==> config.mk <==
export PLATFORM = sky130hd
export DESIGN_NAME = tklt_ctrl
export DESIGN_NICKNAME = d
export VERILOG_FILES = /design/src/hw/rtl/tklt_pkg.sv /design/src/hw/rtl/tklt_ctrl.sv
export VERILOG_INCLUDE_DIRS = /design/src /design/src/hw/rtl
export SDC_FILE = /design/constraint.sdc
export NUM_CORES = 1
export LEC_CHECK = 0
export ABC_CLOCK_PERIOD_IN_PS = 1560
export BUFFER_PORTS_ARGS = -buffer_cell sky130_fd_sc_hd__buf_2
export CORE_AREA = 5 5 42 44
export DETAILED_ROUTE_END_ITERATION = 6
export DIE_AREA = 0 0 47 49
export PLACE_DENSITY = 0.41
export SYNTH_ARGS = -nofsm -noshare
export SYNTH_HDL_FRONTEND = slang
export SYNTH_SLANG_ARGS = --single-unit
==> constraint.sdc <==
create_clock -name aclk -period 1.56 [get_ports aclk]
set_input_delay 0.078 -clock aclk [delete_from_list [all_inputs] [get_ports aclk]]
set_output_delay 0.078 -clock aclk [all_outputs]
set_load 0.05 [all_outputs]
==> src/hw/rtl/top_k_largest_tracker_macros.svh <==
// assertion helpers shared by the tracker modules
`ifndef TOP_K_LARGEST_TRACKER_MACROS_SVH
`define TOP_K_LARGEST_TRACKER_MACROS_SVH

// condition must hold in the same cycle as the trigger
`define TKLT_ASSERT_NOW(lbl, clk, rstn, trig, cond) \
    lbl: assert property (@(posedge clk) disable iff (!rstn) (trig) |-> (cond)) \
        else $error("tracker check failed");

// condition must hold in the cycle after the trigger
`define TKLT_ASSERT_NEXT(lbl, clk, rstn, trig, cond) \
    lbl: assert property (@(posedge clk) disable iff (!rstn) (trig) |=> (cond)) \
        else $error("tracker check failed");

`endif

==> src/hw/rtl/tklt_pkg.sv <==
`default_nettype none

package tklt_pkg;

    localparam int SIZE_W = 48;
    localparam int TAG_W  = 32;
    localparam int RANK_W = 5;
    localparam int OP_W   = 2;
    localparam int KL_W   = 6;
    // wide enough for any count and for the keep limit register
    localparam int LIM_W  = 7;

    localparam int PADDR_W = 4;
    localparam int PDATA_W = 64;

    localparam int MAX_KEEP_DEF = 32;
    localparam int TAG_BITS_DEF = 32;

    localparam logic [KL_W-1:0]   DEF_KEEP_LIMIT = 6'd20;
    localparam logic [SIZE_W-1:0] DEF_MIN_SIZE   = 48'd104857600;

    localparam logic [OP_W-1:0] OP_OFFER = 2'd0;
    localparam logic [OP_W-1:0] OP_DUMP  = 2'd1;
    localparam logic [OP_W-1:0] OP_CLEAR = 2'd2;

    localparam logic REG_KEEP_LIMIT = 1'b0;
    localparam logic REG_MIN_SIZE   = 1'b1;

    typedef struct packed {
        logic offer;
        logic clear;
        logic dump_start;
        logic load;
    } cmd_t;

    typedef struct packed {
        logic done;
    } sts_t;

endpackage

`default_nettype wire

==> src/hw/rtl/tklt_ctrl.sv <==
`default_nettype none
`include "top_k_largest_tracker_macros.svh"

module tklt_ctrl (
    input  wire logic                      aclk,
    input  wire logic                      aresetn,
    input  wire logic                      in_valid,
    input  wire logic [tklt_pkg::OP_W-1:0] in_op,
    output logic                           in_ready,
    output logic                           out_valid,
    input  wire logic                      out_ready,
    output tklt_pkg::cmd_t                 cmd,
    input  wire tklt_pkg::sts_t            sts
);

    typedef enum logic [1:0] {
        ST_IDLE = 2'b01,
        ST_DUMP = 2'b10
    } state_t;

    state_t state_reg, state_next;
    logic   out_valid_reg, out_valid_next;
    logic   accept;
    logic   out_free;

    assign in_ready  = (state_reg == ST_IDLE);
    assign out_valid = out_valid_reg;
    assign accept    = in_valid && in_ready;
    assign out_free  = !out_valid_reg || out_ready;

    always_comb begin
        cmd.offer      = accept && (in_op == tklt_pkg::OP_OFFER);
        cmd.clear      = accept && (in_op == tklt_pkg::OP_CLEAR);
        cmd.dump_start = accept && (in_op == tklt_pkg::OP_DUMP);
        cmd.load       = (state_reg == ST_DUMP) && out_free;
    end

    always_comb begin
        state_next = state_reg;
        unique case (state_reg)
            ST_IDLE: begin
                if (cmd.dump_start) begin
                    state_next = ST_DUMP;
                end
            end
            ST_DUMP: begin
                if (cmd.load && sts.done) begin
                    state_next = ST_IDLE;
                end
            end
            default: state_next = ST_IDLE;
        endcase
    end

    always_comb begin
        if (cmd.load) begin
            out_valid_next = 1'b1;
        end else if (out_ready) begin
            out_valid_next = 1'b0;
        end else begin
            out_valid_next = out_valid_reg;
        end
    end

    always_ff @(posedge aclk) begin
        if (!aresetn) begin
            state_reg     <= ST_IDLE;
            out_valid_reg <= 1'b0;
        end else begin
            state_reg     <= state_next;
            out_valid_reg <= out_valid_next;
        end
    end

    `TKLT_ASSERT_NOW(a_load_only_when_free, aclk, aresetn, cmd.load, out_free)
    `TKLT_ASSERT_NEXT(a_load_shows_item, aclk, aresetn, cmd.load, out_valid_reg)
    `TKLT_ASSERT_NOW(a_busy_in_dump, aclk, aresetn, state_reg == ST_DUMP, !in_ready)

endmodule

`default_nettype wire

# Word-level counts from Yosys, hierarchy flattened
# Cells that the tools add are included.
# totals
regBits	3
output_inout_bits	6
elab_cells	24
# op_classes
eq_ne	6
n_mux	5
reduce_logical	11
# ops
cell	count
1-bit logical AND	6
2-bit by 1-bit equality test with 1-bit output, second input constant	2
2-bit equality test, second input constant	2
2-bit 2-to-1 mux	2
2-bit by 1-bit != test with 1-bit output, second input constant	2
2-bit case mux with 2 select lines	1
2-bit zero test	1
1-bit 2-to-1 mux	2
2-bit AND reduction	1
2-bit nonzero test	1
1-bit zero test	1
1-bit logical OR	1

# Longest topological paths before layout
# logic_depth
ltp_word	6
depth_mapped	3
depth_no_buf	3

# Least setup slack after synthesis
# Ideal clock, no wire load.
# synth_timing
path_type	register to output
startpoint	reg state_reg[1]
endpoint	out cmd[2] (netlist bit)
arrival_time_ns	1.633
slack_ns	-0.151
path_stages_with_launch	3
cell_sequence	dfxtp_1 nand3b_4 nor3b_1
# synth_rtl
item	line	text
start, declared	tklt_ctrl.sv:21	state_t state_reg, state_next;
start signal, assigned	tklt_ctrl.sv:70	state_reg <= state_next;
end, declared	tklt_ctrl.sv:12	output tklt_pkg::cmd_t cmd,

==> flow_summary.json <==
{
  "antenna-diode-count": 0,
  "ctsHoldBuffers": 0,
  "synth_most_common_cell": "dfxtp_1",
  "netlist.top_cell.by_area": "dfxtp_1",
  "critPathSlowestCell": "dfxtp_1",
  "p_leak_uw": 0.000126,
  "fin_ws_ps": 213,
  "setup.worst_path.end": "cmd[1]",
  "drt-pass1-iter-count": 1,
  "critPathTopFamily": "simple AND/OR/NAND/NOR gates",
  "post_drt_via_cell_ratio": 3.47,
  "die_y_um": 49,
  "status": "finished clean",
  "syn_area_per_cell_um2": 10.6,
  "slew_viol_final": 0,
  "ys.flop_type": "dfxtp_1",
  "synth-xor-area-share_pct": 0,
  "syn_to_final_growth_pct": 64.4,
  "place_congestion": 0.739,
  "fin_crit_sh_pct": 86.4,
  "setup_viol": 0,
  "fp-row-count": 14,
  "slowest_delay_ps": 320,
  "start_util_pct": 12.1,
  "drtAntennaViolNets": 0,
  "ys_seq_area_share_pct": 35.6,
  "coreArea_um2": 1400,
  "synth-simple-area-share_pct": 45.2,
  "ys_ff_latch": 3,
  "synth_cell_types": 12,
  "grt_pass1_vias": 180,
  "synth_edf_count": 0,
  "cts_buffer_depth": 2,
  "die_width_um": 47,
  "synth_top_family_by_area": "simple AND/OR/NAND/NOR gates",
  "largest_reg_flops": 2,
  "path_clk_slew_ps": 30,
  "nets": 39,
  "drc": 0,
  "cp.depth": 3,
  "clock-sinks": 3,
  "required_ps": 1480,
  "worstRegToRegCells": 3,
  "cts_tree": "yes",
  "grt_max_degree": 4,
  "synth_compound_area_share_pct": 14.8,
  "startpoint_type": "flop",
  "synthesis.nets": 23,
  "vdd_drop_max_mv": 0.326,
  "critical_path_arrival_ps": 1270,
  "clock_latency_ps": 230,
  "async_flop_share_pct": 0,
  "fmax_mhz": 742,
  "drt_iter0_drc": 0,
  "cts_made_buffers": 3,
  "worst_slew_margin_rel_pct": 83.2,
  "vias": 163,
  "final.fill_count": 164,
  "grt.total_usage_pct": 4.86,
  "grt_pass1_wl_um": 710,
  "design.portCount": 13,
  "ctsHtreeMaxLevel": 1,
  "antenna_found_initial": 0,
  "drt_wl_total_um": 395,
  "dieArea_um2": 2300,
  "post_drt_wl_per_cell_um": 8.40,
  "tightest_slew_ps": 254,
  "regToRegEndpoint": "state_reg[0]",
  "timing.rr.start": "state_reg[1]",
  "grt_overflow_total": 0,
  "syn_area_um2": 169,
  "worstSetupPathType": "flop to output port",
  "port_buffers": 12,
  "period_needed_ps": 1350,
  "cts-root-buf": "clkbuf_4",
  "post-place-ws_ps": 440,
  "hold_viol_final": 0,
  "critPathLaunch": "state_reg[1]",
  "synth.area.top_cells": "dfxtp_1 (36%), nand3b_4 (12%), nor3b_4 (11%)",
  "crit_buf_inv": 1,
  "synth_top_area_share_pct": 35.6,
  "synth_warnings": 0,
  "synth_adder_area_share_pct": 0,
  "finalSetupTns_ps": 0,
  "drive_gt1_share_pct": 61.3,
  "post_cts_resize_count": 0,
  "power_density_nw_per_um2": 932,
  "rsz0062_at_grt": "false",
  "finalClockSkew_ps": 0.775,
  "synthTopCellsByCount": "dfxtp_1 (3), nand2b_1 (2), nor2b_1 (2)",
  "crit_fanout": 3,
  "cap_viol_max_count": 0,
  "min_path_type": "input pin to flop",
  "worst_setup_path_end_kind": "output port",
  "r2r_setup_slack_ps": 610,
  "cts_setup_buffers": 0,
  "synthCells": 16,
  "crit_chain": "nand3b_4, nor3b_4, buf_2",
  "synth_mux_area_share_pct": 0
}
==> how the worst min path moves through the flow <==
stage | startpoint | endpoint | slack, ps | cells past startpoint
floorplan | aresetn | state_reg[0] | 160 | 1
global placement | aresetn | state_reg[0] | 280 | 2
detailed placement | aresetn | state_reg[0] | 290 | 2
CTS | aresetn | state_reg[0] | 40 | 2
global route | aresetn | state_reg[0] | 60 | 2
finish | aresetn | state_reg[0] | 50 | 2
==> routing by layer <==
layer	wire [µm]	vias up	global-route usage, %
li1	-	86	-
met1	174	64	5.26
met2	122	13	4.98
met3	99	0	6.27
met4	0	0	2.76
met5	0	-	0
==> cell usage in the layout (no fill, tap or decap) <==
cell	count
clkbuf_1	1
buf_2	12
clkbuf_4	3
a21boi_1	1
dfxtp_1	3
a21oi_1	1
nor2b_1	2
nor3_2	1
nand3b_4	1
nor3b_2	1
nand2b_1	2
o21a_1	1
o21ai_1	1
nor3b_4	1
==> worst register-to-register path, stage by stage (launching register included) <==
cell and delay (ps):
dfxtp_1 320, nand3b_4 190, nor3b_4 240, o21ai_1 90
==> cell type report <==
| type | instances | area [µm²] | share of cell area [%] |
|---|---|---|---|
| well taps | 16 | 20.0 | 7.21 |
| clock buffers | 4 | 26.3 | 9.46 |
| repair buffers | 12 | 60.1 | 21.6 |
| multi-input cells | 12 | 111 | 40.1 |
| flip-flops and latches | 3 | 60.1 | 21.6 |
==> logic make-up after synthesis <==
group	after synthesis
buf+inv	1
flops	3
compound gates	4
simple gates	8
==> metrics by stage <==
step | total power [µW] | instance area, µm² | utilization, % | std cells | hold slack [ps]
floorplan | 112 | 179 | - | 16 | 158
global placement | 127 | 251 | 17.9 | 43 | 285
detailed placement | 128 | 251 | 17.9 | 43 | 287
CTS | 268 | 278 | 19.8 | 47 | 40.9
global route | 277 | 278 | 19.8 | 47 | 63.2
finish | 259 | 278 | 19.8 | 47 | 50.2
==> power breakdown <==
| part | internal [µW] | switching [µW] |
|---|---|---|
| Clock | 95.6 | 36.4 |
| Combinational | 17.5 | 29.4 |
| Sequential | 78.8 | 1.33 |
| Total | 192 | 67.1 |
Power figures use the tool's default switching activity.
